[config.mk]
export PLATFORM = sky130hd
export DESIGN_NAME = usb_can_message_deframer
export DESIGN_NICKNAME = d
export VERILOG_FILES = /design/src/rtl/core/ucd_pkg.sv /design/src/rtl/core/usb_can_message_deframer.sv /design/src/rtl/core/ucd_deframe.sv /design/src/rtl/core/ucd_stamp_split.sv
export SDC_FILE = /design/constraint.sdc
export NUM_CORES = 2
export LEC_CHECK = 0
export BUFFER_PORTS_ARGS = -buffer_cell sky130_fd_sc_hd__clkbuf_2
export CORE_AREA = 2 2 266 268
export DETAILED_ROUTE_END_ITERATION = 10
export DIE_AREA = 0 0 268 270
export PLACE_DENSITY = 0.79
export SLEW_MARGIN = 15
export SYNTH_ARGS = -nofsm -noshare
export SYNTH_HDL_FRONTEND = slang
export SYNTH_SLANG_ARGS = --single-unit
[constraint.sdc]
create_clock -name clk -period 23.4 [get_ports clk]
set_input_delay 4.68 -clock clk [delete_from_list [all_inputs] [get_ports clk]]
set_output_delay 4.68 -clock clk [all_outputs]
set_load 0.1 [all_outputs]
[src/rtl/core/ucd_pkg.sv]
// Shared types and constants for the USB-CAN message deframer.
// Holds the input mode codes, the result kind codes and the per-item result record.
// No dependencies.
package ucd_pkg;

  // Item mode codes on the input channel.
  typedef enum logic [1:0] {
    MODE_RX_BYTE   = 2'd0,
    MODE_TX_SUBMIT = 2'd1,
    MODE_TX_FAILED = 2'd2,
    MODE_IGNORED   = 2'd3
  } ucd_mode_t;

  // Result kind codes on the output channel.
  typedef enum logic [2:0] {
    KIND_NONE       = 3'd0,
    KIND_FRAME      = 3'd1,
    KIND_WRITE_ACK  = 3'd2,
    KIND_BAD_LENGTH = 3'd3,
    KIND_OTHER      = 3'd4,
    KIND_TX_COUNTED = 3'd5
  } ucd_kind_t;

  // Adapter command bytes.
  localparam logic [7:0] CMD_TS_RECEIVE = 8'h60;
  localparam logic [7:0] CMD_WRITE_ACK  = 8'h5E;
  localparam logic [7:0] MIN_MSG_LEN    = 8'd5;

  // Message byte positions of the captured body fields.
  localparam logic [7:0] POS_STAMP_LO = 8'd6;
  localparam logic [7:0] POS_STAMP_HI = 8'd9;
  localparam logic [7:0] POS_IDENT_LO = 8'd10;
  localparam logic [7:0] POS_IDENT_HI = 8'd13;
  localparam logic [7:0] POS_CODE     = 8'd14;
  localparam logic [7:0] POS_DATA_LO  = 8'd15;
  localparam logic [7:0] POS_DATA_HI  = 8'd22;

  localparam logic [7:0] MAX_OUTSTANDING_RESET = 8'd10;
  localparam logic [3:0] MAX_FRAME_LEN         = 4'd8;

  // Weights of the stamp bytes modulo 1000: 2^16 mod 1000 and 2^24 mod 1000.
  localparam int unsigned STAMP_SUM_W = 18;
  localparam logic [9:0] STAMP_WEIGHT_2 = 10'd536;
  localparam logic [9:0] STAMP_WEIGHT_3 = 10'd216;

  // Reciprocal of 1000 scaled by 2^28, exact for sums below about 493000.
  localparam logic [18:0] RECIP_1000    = 19'd268436;
  localparam int unsigned RECIP_SHIFT   = 28;
  // Inverse of 125 modulo 2^29, used for exact division of multiples of 1000.
  localparam logic [28:0] INV_125       = 29'd115964117;
  localparam logic [9:0]  MS_PER_SEC    = 10'd1000;
  localparam logic [19:0] USEC_PER_SEC  = 20'd1000000;

  // One result as it leaves the message parser.
  typedef struct packed {
    ucd_kind_t                kind;
    logic [31:0]              frame_id;
    logic [3:0]               frame_len;
    logic [63:0]              frame_data;
    logic [31:0]              stamp;
    logic [STAMP_SUM_W-1:0]   stamp_sum;
    logic [15:0]              tx_sequence;
    logic [7:0]               outstanding;
    logic                     queue_stopped;
  } ucd_result_t;

endpackage

[src/rtl/core/usb_can_message_deframer.sv]
// Top level of the USB-CAN message deframer: input register, parser, stamp split and
// output register with a common stall. Depends on ucd_pkg, ucd_deframe, ucd_stamp_split.
//
// Takes one item per clock while in_stall is low and gives exactly one result per item,
// in order. The item is loaded into the input register at the accepting edge, then
// passes the parser result register, the stamp division stage and the output register.
// The stamp division by 1000 is what sets the depth. When the output is stalled the
// whole pipe holds, and the input register still takes one more item before in_stall
// rises. Configuration writes are taken every cycle (cfg_ready is always high) and must
// only happen while the block is idle.
module usb_can_message_deframer
  import ucd_pkg::*;
(
  input  logic        clk,
  input  logic        rst,
  input  logic        in_valid,
  output logic        in_stall,
  input  logic [1:0]  mode,
  input  logic [7:0]  rx_byte,
  input  logic        transfer_end,
  input  logic        cfg_valid,
  output logic        cfg_ready,
  input  logic [7:0]  cfg_data,
  output logic        out_valid,
  input  logic        out_stall,
  output logic [2:0]  kind,
  output logic [31:0] frame_id,
  output logic [3:0]  frame_len,
  output logic [63:0] frame_data,
  output logic [22:0] stamp_sec,
  output logic [19:0] stamp_usec,
  output logic [15:0] tx_sequence,
  output logic [7:0]  outstanding,
  output logic        queue_stopped
);

  logic        adv;
  logic        fire;
  logic        in_reg_valid;
  logic [1:0]  mode_q;
  logic [7:0]  rx_byte_q;
  logic        transfer_end_q;
  ucd_result_t result;
  logic        s1_valid;
  ucd_result_t s1;
  logic        s2_valid;
  ucd_result_t s2;
  logic [22:0] sec_calc;
  logic [19:0] usec_calc;

  // The pipe moves unless a finished result is held at the output.
  assign adv       = !(out_valid && out_stall);
  assign in_stall  = in_reg_valid && !adv;
  assign fire      = in_reg_valid && adv;
  assign cfg_ready = 1'b1;

  // Input register.
  always_ff @(posedge clk) begin
    if (rst) begin
      in_reg_valid <= 1'b0;
    end else if (!in_stall) begin
      in_reg_valid <= in_valid;
    end
  end

  always_ff @(posedge clk) begin
    if (!in_stall && in_valid) begin
      mode_q         <= mode;
      rx_byte_q      <= rx_byte;
      transfer_end_q <= transfer_end;
    end
  end

  ucd_deframe u_deframe (
    .clk          (clk),
    .rst          (rst),
    .fire         (fire),
    .mode         (mode_q),
    .rx_byte      (rx_byte_q),
    .transfer_end (transfer_end_q),
    .cfg_write    (cfg_valid && cfg_ready),
    .cfg_data     (cfg_data),
    .result       (result)
  );

  // Result register and the stage that runs beside the stamp division.
  always_ff @(posedge clk) begin
    if (rst) begin
      s1_valid  <= 1'b0;
      s2_valid  <= 1'b0;
      out_valid <= 1'b0;
    end else if (adv) begin
      s1_valid  <= fire;
      s2_valid  <= s1_valid;
      out_valid <= s2_valid;
    end
  end

  always_ff @(posedge clk) begin
    if (adv) begin
      s1 <= result;
      s2 <= s1;
    end
  end

  ucd_stamp_split u_stamp_split (
    .clk        (clk),
    .en         (adv),
    .stamp      (s1.stamp),
    .stamp_sum  (s1.stamp_sum),
    .stamp_sec  (sec_calc),
    .stamp_usec (usec_calc)
  );

  // Output register.
  always_ff @(posedge clk) begin
    if (adv) begin
      kind          <= s2.kind;
      frame_id      <= s2.frame_id;
      frame_len     <= s2.frame_len;
      frame_data    <= s2.frame_data;
      stamp_sec     <= sec_calc;
      stamp_usec    <= usec_calc;
      tx_sequence   <= s2.tx_sequence;
      outstanding   <= s2.outstanding;
      queue_stopped <= s2.queue_stopped;
    end
  end

`ifndef SYNTH
  // Stamp inputs are zero for anything but a frame, so those results carry no time.
  assert property (@(posedge clk) disable iff (rst)
    s1_valid && (s1.kind != KIND_FRAME) |-> (s1.stamp == '0) && (s1.stamp_sum == '0))
    else $error("stamp data on a result that is not a frame");

  // The remainder path must land below one second.
  assert property (@(posedge clk) disable iff (rst)
    out_valid |-> (stamp_usec < USEC_PER_SEC))
    else $error("microseconds out of range");

  // A frame length is always clamped.
  assert property (@(posedge clk) disable iff (rst)
    out_valid && (kind == KIND_FRAME) |-> (frame_len <= MAX_FRAME_LEN))
    else $error("frame length above eight");

  // A result in the middle stage is not lost while the output is held.
  assert property (@(posedge clk) disable iff (rst)
    s2_valid && !adv |=> s2_valid)
    else $error("pipeline dropped a result under stall");
`endif

endmodule

[src/rtl/core/ucd_deframe.sv]
// Message parser of the USB-CAN deframer: reassembly state, transmit counting and limit.
// Produces one result record per item combinationally; state moves on fire.
// Depends on ucd_pkg.
module ucd_deframe
  import ucd_pkg::*;
(
  input  logic        clk,
  input  logic        rst,
  input  logic        fire,
  input  logic [1:0]  mode,
  input  logic [7:0]  rx_byte,
  input  logic        transfer_end,
  input  logic        cfg_write,
  input  logic [7:0]  cfg_data,
  output ucd_result_t result
);

  logic [7:0]             max_outstanding;
  logic [7:0]             byte_position;
  logic [7:0]             message_command;
  logic [7:0]             message_length;
  logic [31:0]            stamp_capture;
  logic [STAMP_SUM_W-1:0] stamp_sum;
  logic [31:0]            ident_capture;
  logic [7:0]             code_capture;
  logic [63:0]            payload_capture;
  logic                   skipping;
  logic [7:0]             pending_count;
  logic                   held;
  logic [15:0]            next_sequence;

  logic [7:0]             byte_position_next;
  logic [7:0]             message_command_next;
  logic [7:0]             message_length_next;
  logic [31:0]            stamp_capture_next;
  logic [STAMP_SUM_W-1:0] stamp_sum_next;
  logic [31:0]            ident_capture_next;
  logic [7:0]             code_capture_next;
  logic [63:0]            payload_capture_next;
  logic                   skipping_next;
  logic [7:0]             pending_count_next;
  logic                   held_next;
  logic [15:0]            next_sequence_next;

  // Next state and the result for the item at the input register.
  always_comb begin
    logic [1:0]             stamp_idx;
    logic [1:0]             ident_idx;
    logic [2:0]             data_idx;
    logic [STAMP_SUM_W-1:0] weighted;
    logic [3:0]             len_clamp;
    logic [7:0]             pending_dec;

    byte_position_next   = byte_position;
    message_command_next = message_command;
    message_length_next  = message_length;
    stamp_capture_next   = stamp_capture;
    stamp_sum_next       = stamp_sum;
    ident_capture_next   = ident_capture;
    code_capture_next    = code_capture;
    payload_capture_next = payload_capture;
    skipping_next        = skipping;
    pending_count_next   = pending_count;
    held_next            = held;
    next_sequence_next   = next_sequence;
    result               = '0;
    result.kind          = KIND_NONE;

    stamp_idx   = byte_position[1:0] - 2'd2;
    ident_idx   = byte_position[1:0] - 2'd2;
    data_idx    = byte_position[2:0] - 3'd7;
    weighted    = '0;
    len_clamp   = '0;
    pending_dec = (pending_count != 8'd0) ? pending_count - 8'd1 : pending_count;

    case (ucd_mode_t'(mode))
      MODE_TX_SUBMIT, MODE_TX_FAILED: begin
        next_sequence_next = next_sequence + 16'd1;
        if (ucd_mode_t'(mode) == MODE_TX_SUBMIT) begin
          if (pending_count != 8'hFF) begin
            pending_count_next = pending_count + 8'd1;
          end
          if (pending_count_next >= max_outstanding) begin
            held_next = 1'b1;
          end
        end
        result.kind        = KIND_TX_COUNTED;
        result.tx_sequence = next_sequence_next;
      end
      MODE_RX_BYTE: begin
        if (skipping) begin
          // Drop bytes until the transfer with the bad length ends.
          if (transfer_end) begin
            skipping_next = 1'b0;
          end
        end else if (byte_position == 8'd0) begin
          // Command byte opens a new message.
          message_command_next = rx_byte;
          message_length_next  = '0;
          stamp_capture_next   = '0;
          stamp_sum_next       = '0;
          ident_capture_next   = '0;
          code_capture_next    = '0;
          payload_capture_next = '0;
          byte_position_next   = 8'd1;
        end else if (byte_position == 8'd1) begin
          message_length_next = rx_byte;
          if (rx_byte < MIN_MSG_LEN) begin
            result.kind        = KIND_BAD_LENGTH;
            byte_position_next = 8'd0;
            skipping_next      = !transfer_end;
          end else begin
            byte_position_next = 8'd2;
          end
        end else begin
          // Body capture. The stamp also feeds a running sum that is congruent
          // to it modulo 1000 and stays small.
          case (byte_position) inside
            [POS_STAMP_LO:POS_STAMP_HI]: begin
              stamp_capture_next[8*stamp_idx +: 8] = rx_byte;
              case (stamp_idx)
                2'd0:    weighted = {10'd0, rx_byte};
                2'd1:    weighted = {2'd0, rx_byte, 8'd0};
                2'd2:    weighted = STAMP_SUM_W'(rx_byte) * STAMP_SUM_W'(STAMP_WEIGHT_2);
                default: weighted = STAMP_SUM_W'(rx_byte) * STAMP_SUM_W'(STAMP_WEIGHT_3);
              endcase
              stamp_sum_next = stamp_sum + weighted;
            end
            [POS_IDENT_LO:POS_IDENT_HI]: begin
              ident_capture_next[8*ident_idx +: 8] = rx_byte;
            end
            POS_CODE: begin
              code_capture_next = rx_byte;
            end
            [POS_DATA_LO:POS_DATA_HI]: begin
              payload_capture_next[8*data_idx +: 8] = rx_byte;
            end
            default: begin
            end
          endcase

          if (({1'b0, byte_position} + 9'd1) >= {1'b0, message_length}) begin
            byte_position_next = 8'd0;
            if (message_command == CMD_TS_RECEIVE) begin
              len_clamp = (code_capture_next > 8'(MAX_FRAME_LEN)) ? MAX_FRAME_LEN
                                                                  : code_capture_next[3:0];
              result.kind      = KIND_FRAME;
              result.frame_id  = ident_capture_next;
              result.frame_len = len_clamp;
              for (int i = 0; i < 8; i++) begin
                if (4'(i) < len_clamp) begin
                  result.frame_data[8*i +: 8] = payload_capture_next[8*i +: 8];
                end
              end
              result.stamp     = stamp_capture_next;
              result.stamp_sum = stamp_sum_next;
            end else if (message_command == CMD_WRITE_ACK) begin
              pending_count_next = pending_dec;
              if (held && (pending_dec < max_outstanding)) begin
                held_next = 1'b0;
              end
              result.kind = KIND_WRITE_ACK;
            end else begin
              result.kind = KIND_OTHER;
            end
          end else begin
            byte_position_next = byte_position + 8'd1;
          end
        end
      end
      default: begin
      end
    endcase

    result.outstanding   = pending_count_next;
    result.queue_stopped = held_next;
  end

  // Configuration register.
  always_ff @(posedge clk) begin
    if (rst) begin
      max_outstanding <= MAX_OUTSTANDING_RESET;
    end else if (cfg_write) begin
      max_outstanding <= cfg_data;
    end
  end

  // Reassembly and transmit bookkeeping state.
  always_ff @(posedge clk) begin
    if (rst) begin
      byte_position   <= '0;
      message_command <= '0;
      message_length  <= '0;
      stamp_capture   <= '0;
      stamp_sum       <= '0;
      ident_capture   <= '0;
      code_capture    <= '0;
      payload_capture <= '0;
      skipping        <= 1'b0;
      pending_count   <= '0;
      held            <= 1'b0;
      next_sequence   <= '0;
    end else if (fire) begin
      byte_position   <= byte_position_next;
      message_command <= message_command_next;
      message_length  <= message_length_next;
      stamp_capture   <= stamp_capture_next;
      stamp_sum       <= stamp_sum_next;
      ident_capture   <= ident_capture_next;
      code_capture    <= code_capture_next;
      payload_capture <= payload_capture_next;
      skipping        <= skipping_next;
      pending_count   <= pending_count_next;
      held            <= held_next;
      next_sequence   <= next_sequence_next;
    end
  end

`ifndef SYNTH
  // A bad length never starts a body capture.
  assert property (@(posedge clk) disable iff (rst)
    fire && (result.kind == KIND_BAD_LENGTH) |=> (byte_position == 8'd0))
    else $error("bad length left the parser inside a message");

  // Every transmit item consumes exactly one sequence number.
  assert property (@(posedge clk) disable iff (rst)
    fire && (result.kind == KIND_TX_COUNTED) |=> (next_sequence == $past(next_sequence) + 16'd1))
    else $error("sequence number did not advance on a transmit item");

  // Skipping only ever starts from a bad length byte.
  assert property (@(posedge clk) disable iff (rst)
    $rose(skipping) |-> $past(result.kind == KIND_BAD_LENGTH))
    else $error("skip started without a bad length");
`endif

endmodule

[src/rtl/core/ucd_stamp_split.sv]
// Splits a millisecond stamp into seconds and microseconds from registered quotients.
// Uses the small sum congruent to the stamp modulo 1000; depends on ucd_pkg.
module ucd_stamp_split
  import ucd_pkg::*;
(
  input  logic                   clk,
  input  logic                   en,
  input  logic [31:0]            stamp,
  input  logic [STAMP_SUM_W-1:0] stamp_sum,
  output logic [22:0]            stamp_sec,
  output logic [19:0]            stamp_usec
);

  logic [31:0]            diff;
  logic [28:0]            diff_quot;
  logic [36:0]            sum_prod;
  logic [22:0]            whole_sec;
  logic [8:0]             sum_sec;
  logic [STAMP_SUM_W-1:0] sum_hold;
  logic [27:0]            sum_ms;
  logic [27:0]            sec_ms;

  // Stamp minus the sum is an exact multiple of 1000: divide it by 8 and
  // multiply by the inverse of 125. The sum itself is divided by reciprocal.
  assign diff      = stamp - {{(32-STAMP_SUM_W){1'b0}}, stamp_sum};
  assign diff_quot = 29'(diff[31:3] * INV_125);
  assign sum_prod  = 37'(stamp_sum) * 37'(RECIP_1000);

  always_ff @(posedge clk) begin
    if (en) begin
      whole_sec <= diff_quot[22:0];
      sum_sec   <= sum_prod[RECIP_SHIFT +: 9];
      sum_hold  <= stamp_sum;
    end
  end

  // Microseconds are the sum's remainder times 1000.
  assign sum_ms     = 28'(sum_hold) * 28'(MS_PER_SEC);
  assign sec_ms     = 28'(sum_sec) * 28'(USEC_PER_SEC);
  assign stamp_sec  = whole_sec + {14'd0, sum_sec};
  assign stamp_usec = 20'(sum_ms - sec_ms);

endmodule
# Word-level counts from Yosys, hierarchy flattened
# Index checks and enable logic that the tools add are counted.
# word_totals
regBits	754
elab_cells	237
input_bits	24
# classes
n_addsub	13
muxes	86
bitwise_logic	12
n_reduce_logical	32
eq_ne	10
n_mul	6
magnitude_cmp	19
shifts	4
# op_table
op	count
153-bit 2-to-1 mux	3
64-bit 2-to-1 mux	6
150-bit 2-to-1 mux	2
8-bit 2-to-1 mux	33
32-bit 2-to-1 mux	7
18-bit 2-to-1 mux	8
32-bit bitwise mux	2
64-bit bitwise mux	1
8-bit by 34-bit variable shift with 64-bit output (first input constant)	1
8-bit by 34-bit variable part select with 64-bit output	1
7-bit OR reduction	8
18-bit one-hot mux with 3 select lines	1
18-bit by 17-bit multiplier with 35-bit output (second input constant)	1
5-bit negation with 34-bit output	1
6-bit negation with 34-bit output	1
8-bit by 34-bit variable shift with 32-bit output (first input constant)	1
8-bit by 34-bit variable part select with 32-bit output	1
32-bit by 18-bit subtractor with 32-bit output	1
29-bit by 27-bit multiplier with 23-bit output (second input constant)	1
23-bit by 9-bit adder with 23-bit output	1
20-bit subtractor	1
18-bit adder	1
18-bit by 7-bit multiplier with 17-bit output (second input constant)	1
16-bit by 1-bit adder with 16-bit output (second input constant)	1
46 further kinds	97

# Depth between registers and ports, before layout
# depth
depth_word	18
depth_mapped	31

# Hierarchy
# Synthesis repeated with hierarchy kept, for this count alone.
# hier_totals
cells_unflattened	3923
area_unflattened_um2	43930.9
# modules_own_cells
mod	n_inst	area_each_um2	cells_each	seq_area_each_um2
ucd_deframe	1	14899.3	1999	4244.1
usb_can_message_deframer	1	14839.2	509	14734.1
ucd_stamp_split	1	14192.4	1415	1471.4

# Least setup slack after synthesis
# No wires, ideal clock.
# synth_timing
path_kind	in2reg
from	input port out_stall
to	register u_deframe.payload_capture[40]
arrival_ns	18.218
path_slack_ns	5.055
stages	11
setup_ns	0.128
t_required_ns	23.272
path_cell_list	nand2_1 and2_1 clkbuf_1 nand2_1 or2_2 clkbuf_1 nor2_1 clkbuf_1 o21ai_1 a22oi_1 nor2_1
# synth_between
elab_chain_len	4
# synth_lines
item	line_no	rtl
start: declaration	usb_can_message_deframer.sv:25	input logic out_stall,
1-bit logical AND	usb_can_message_deframer.sv:52	assign adv = !(out_valid && out_stall);
1-bit logical NOT	usb_can_message_deframer.sv:52	
1-bit logical AND	usb_can_message_deframer.sv:54	assign fire = in_reg_valid && adv;
4-bit AND reduction (no source line)	--	
end signal: assignment	ucd_deframe.sv:211	payload_capture <= payload_capture_next;
end: declaration	ucd_deframe.sv:26	logic [63:0] payload_capture;
# Every way passes these cells.
# A chain may end at the register's enable or synchronous reset.

# Worst setup path after layout
# layout_timing
from	input port out_stall
to	output port in_stall
# layout_between
elab_chain_len	2
# layout_lines
item	line_no	rtl
1-bit logical AND	usb_can_message_deframer.sv:52	
1-bit logical AND	usb_can_message_deframer.sv:53	assign in_stall = in_reg_valid && !adv;
end: declaration	usb_can_message_deframer.sv:17	output logic in_stall,
# Every way passes these cells.

==> results.rst <==
.. list-table::
   :header-rows: 1

   * - Metric
     - Value
   * - Status
     - completed
   * - Via count normalized by instance count
     - 5.78
   * - H-Tree Depth
     - 3
   * - Number of buffer cells added on primary ports
     - 193
   * - Register clock-pin slew on the reported worst setup and hold paths
     - 0.06 ns
   * - Number of library cell types mapped by synthesis
     - 81
   * - Filler cell count in the final layout
     - 5065
   * - Flops & latches, synth
     - 738
   * - Vias in the first global route
     - 28700
   * - Detail Route Antenna Nets
     - 0
   * - Sink Count
     - 738
   * - TritonCTS clock tree
     - yes
   * - Proportion of synthesized chip area in sequential cells
     - 46.3%
   * - PD cells
     - 126 nW/um^2
   * - Aggregate global-route resource usage
     - 25.7%
   * - Class of the tightest hold or removal check
     - register to register
   * - Synth Cell Area
     - 43300 um^2
   * - Post-Syn Area per Cell
     - 11.1 um^2
   * - Share of cells above drive strength 1
     - 9.47%
   * - Final max-slew violation count
     - 0
   * - Max-slew headroom
     - 22.8%
   * - Cell breakdown of the critical path
     - clkbuf_2, and3_1, clkbuf_2
   * - Pin slew with the least headroom to its limit
     - 1.15 ns
   * - # placed instances
     - 4925
   * - Insertion delay of the later-clocked pin in the worst-skew pair
     - 0.65 ns
   * - Peak Freq
     - 98.3 MHz
   * - Data arrival at the endpoint of the critical path
     - 5.50 ns
   * - Post-Route WL
     - 92.8 mm
   * - Final Hold Fails
     - 0
   * - Number of enable-type register cells in the synthesized netlist
     - 528
   * - Largest stage delay on the critical path
     - 0.47 ns
   * - Portion of the clock cycle consumed by the worst path in the final layout
     - 43.5%
   * - Count of instances resized after the clock tree is built
     - 0
   * - Gate Count Post-Synth
     - 3893
   * - DP Worst Slack
     - 13.22 ns
   * - Global-route congestion overflow total
     - 0
   * - Hold bufs inserted after CTS
     - 0
   * - Synthesis Warnings
     - 0
   * - Proportion of power drawn by the clock network
     - 20.8%
   * - Switch Pwr
     - 0.00239 W
   * - Cell at the root of the clock tree
     - sky130_fd_sc_hd__clkbuf_16
   * - Critical-path top delay cell
     - sky130_fd_sc_hd__clkbuf_2
   * - Post-CTS setup buffer count
     - 0
   * - Area taken by multi-input logic gates
     - 21100 um^2
   * - Combinational fraction of design power
     - 51.9%
   * - Number of primary I/O pins
     - 198
   * - Mean routed wirelength per cell
     - 18.3 um
   * - Worst path top cell family by delay
     - buffers and inverters
   * - DRC viols
     - 0
   * - Initial detailed-routing violation count
     - 2479
   * - Top fanout value on the critical path
     - 5
   * - Floorplan Core Area
     - 69500 um^2
   * - Number of buffers created by CTS
     - 77
   * - Worst-case setup margin in the final layout
     - 13.22 ns
   * - Buffer depth of the longest clock path
     - 3
   * - Worst path buffer plus inverter count
     - 2
   * - Most instantiated flip-flop cell in the synthesis netlist
     - sky130_fd_sc_hd__edfxtp_1
   * - Max-cap violations
     - 0
   * - Sequential cell fraction of total power
     - 27.3%
   * - Required time at the endpoint of the critical path
     - 18.72 ns
   * - Sequential cell area in the final layout
     - 20100 um^2
   * - Die W
     - 268 um
   * - Clock Skew
     - 0.0441 ns
   * - Starting Density
     - 62.3%
   * - Utilization after layout
     - 68.9%
   * - Largest net degree at the start of global routing
     - 94
   * - Number of detailed-route iterations in the first pass
     - 7
   * - Overall die height
     - 270 um
   * - Static leakage
     - 21.6 nW
   * - Min Tclk post-route
     - 10.18 ns
   * - Global-route wire length before repair
     - 147 mm
   * - Nets
     - 4756
   * - Crit Path Category
     - primary input to output port
   * - Detail Placement HPWL
     - 64.4 mm
   * - Synthesis-to-finish area growth
     - 10.5%
   * - Die Footprint
     - 72400 um^2
   * - Sort of element at the start of the critical path
     - primary input
   * - Power Internal
     - 0.00366 W
   * - Most prevalent standard cell on the critical path
     - sky130_fd_sc_hd__clkbuf_2
   * - Net switching share of the total power
     - 39.5%
   * - Sum of negative setup slack
     - 0 ns
   * - Count of non-filler cells in the finished layout
     - 5068
   * - Weighted congestion reported at the end of routability-driven placement
     - 0.905
   * - Maximum VDD drop
     - 379 uV
   * - RSZ-0062 raised after global routing
     - no
   * - Crit path capture type
     - output port
   * - Final setup fails
     - 0
   * - Count of vias placed by the detailed router
     - 29300
   * - Share of flip-flops with an asynchronous set or reset
     - 0%
   * - Antenna violations before repair
     - 0
   * - Antenna diode count
     - 0
   * - Placement Rows
     - 97
## placed cells by master (no fill, tap or decap), types with 34 or more instances in the layout
cell | Yosys | routed
sky130_fd_sc_hd__buf_4 | 4 | 34
sky130_fd_sc_hd__ha_1 | 481 | 481
sky130_fd_sc_hd__xnor2_1 | 143 | 143
sky130_fd_sc_hd__nor2_1 | 454 | 453
sky130_fd_sc_hd__xor2_1 | 63 | 63
sky130_fd_sc_hd__nand3_1 | 67 | 67
sky130_fd_sc_hd__a22oi_1 | 100 | 100
sky130_fd_sc_hd__nor3_1 | 57 | 56
sky130_fd_sc_hd__a21oi_1 | 193 | 193
sky130_fd_sc_hd__and2_1 | 38 | 38
sky130_fd_sc_hd__a32oi_1 | 55 | 55
sky130_fd_sc_hd__nand2_1 | 218 | 217
sky130_fd_sc_hd__fa_1 | 187 | 187
sky130_fd_sc_hd__clkbuf_16 | 0 | 77
sky130_fd_sc_hd__clkbuf_2 | 0 | 192
sky130_fd_sc_hd__dfxtp_1 | 210 | 210
sky130_fd_sc_hd__o21ai_0 | 73 | 73
sky130_fd_sc_hd__a21o_1 | 37 | 37
sky130_fd_sc_hd__edfxtp_1 | 528 | 528
sky130_fd_sc_hd__inv_1 | 440 | 440
sky130_fd_sc_hd__mux2i_1 | 81 | 81
## power groups by stage
stage / logic (W) / clock network, W / registers, W
floorplan: 0.00225 / 0 / 0.00198
global placement: 0.00304 / 0 / 0.00168
detailed placement: 0.00315 / 0 / 0.00168
CTS: 0.00319 / 0.00128 / 0.00165
global route: 0.00358 / 0.00133 / 0.00166
finish: 0.00313 / 0.00126 / 0.00165
## path summary, 6_finish.rpt
check	cells after the start	endpoint	slack [ns]	from
worst max-delay path	3	in_stall	13.22	out_stall
worst min-delay path	0	s2[1]	0.39	s1[1]
worst max register to register	30	u_stamp_split.whole_sec[21]	14.91	s1[29]
worst min register to register	0	s2[1]	0.39	s1[1]
## registers in the layout (all words and copies together), names as in the netlist, 9 cells and up
signal and cells:
s1 172, s2 128, frame_data 64, u_deframe.payload_capture 64
frame_id 32, u_deframe.ident_capture 32, u_deframe.stamp_capture 26, stamp_sec 23
u_stamp_split.whole_sec 23, u_deframe.stamp_sum 18, stamp_usec 17, u_stamp_split.sum_hold 17
tx_sequence 16, u_deframe.next_sequence 16, u_stamp_split.sum_sec 9
## Yosys cell counts, drive strengths merged, types with 28 or more instances
master,count,area [um^2]
a21o,37,278
a21oi,193,966
a22oi,100,751
a32oi,55,482
and2,38,238
buf,28,129
clkbuf,109,409
dfxtp,210,4200
edfxtp,528,15900
fa,187,3740
ha,481,6020
inv,440,1650
mux2i,81,811
nand2,218,818
nand3,67,335
nor2,459,1750
nor2b,34,213
nor3,59,305
o21ai,91,455
xnor2,143,1250
xor2,63,552
## routing by layer
metal  vias to the layer above  GRT usage [%]  wire [um]
li1                      13900              -          -
met1                     14100           32.8      38000
met2                      1000           43.8      46000
met3                       237           3.87       5660
met4                         0           10.5       3200
met5                         -              0          0
## final cells by class
type                            instances  area share [%]
Multi-Input combinational cell       2580            44.1
Inverter                              440            3.45
Clock inverter                         56            1.41
Tap cell                              940            2.46
Sequential cell                       738            41.9
Timing Repair Buffer                  227            2.56
Clock buffer                           87            4.12
## through the flow
| step | area (um^2) | total power (W) | hold slack, ns |
|---|---|---|---|
| floorplan | 43400 | 0.00423 | 0.400 |
| global placement | 45200 | 0.00471 | 0.401 |
| detailed placement | 45200 | 0.00483 | 0.405 |
| CTS | 47900 | 0.00612 | 0.385 |
| global route | 47900 | 0.00657 | 0.397 |
| finish | 47900 | 0.00604 | 0.394 |
## kinds of logic (layout without fill, tap and decap cells)
group / Yosys count / count (layout) / share of synthesized area (%)
AND/OR/NAND/NOR: 979 / 979 / 10.1
buffers and inverters: 577 / 810 / 5.05
XOR/XNOR: 208 / 208 / 4.27
other: 2 / 4 / 0.0173
adder cells (fa/ha/maj): 668 / 668 / 22.5
flip-flops: 738 / 738 / 46.3
multiplexers: 90 / 90 / 2.10
AO/OA/AOI/OAI: 631 / 631 / 9.71
No activity file was read; power rests on OpenSTA's default activity.
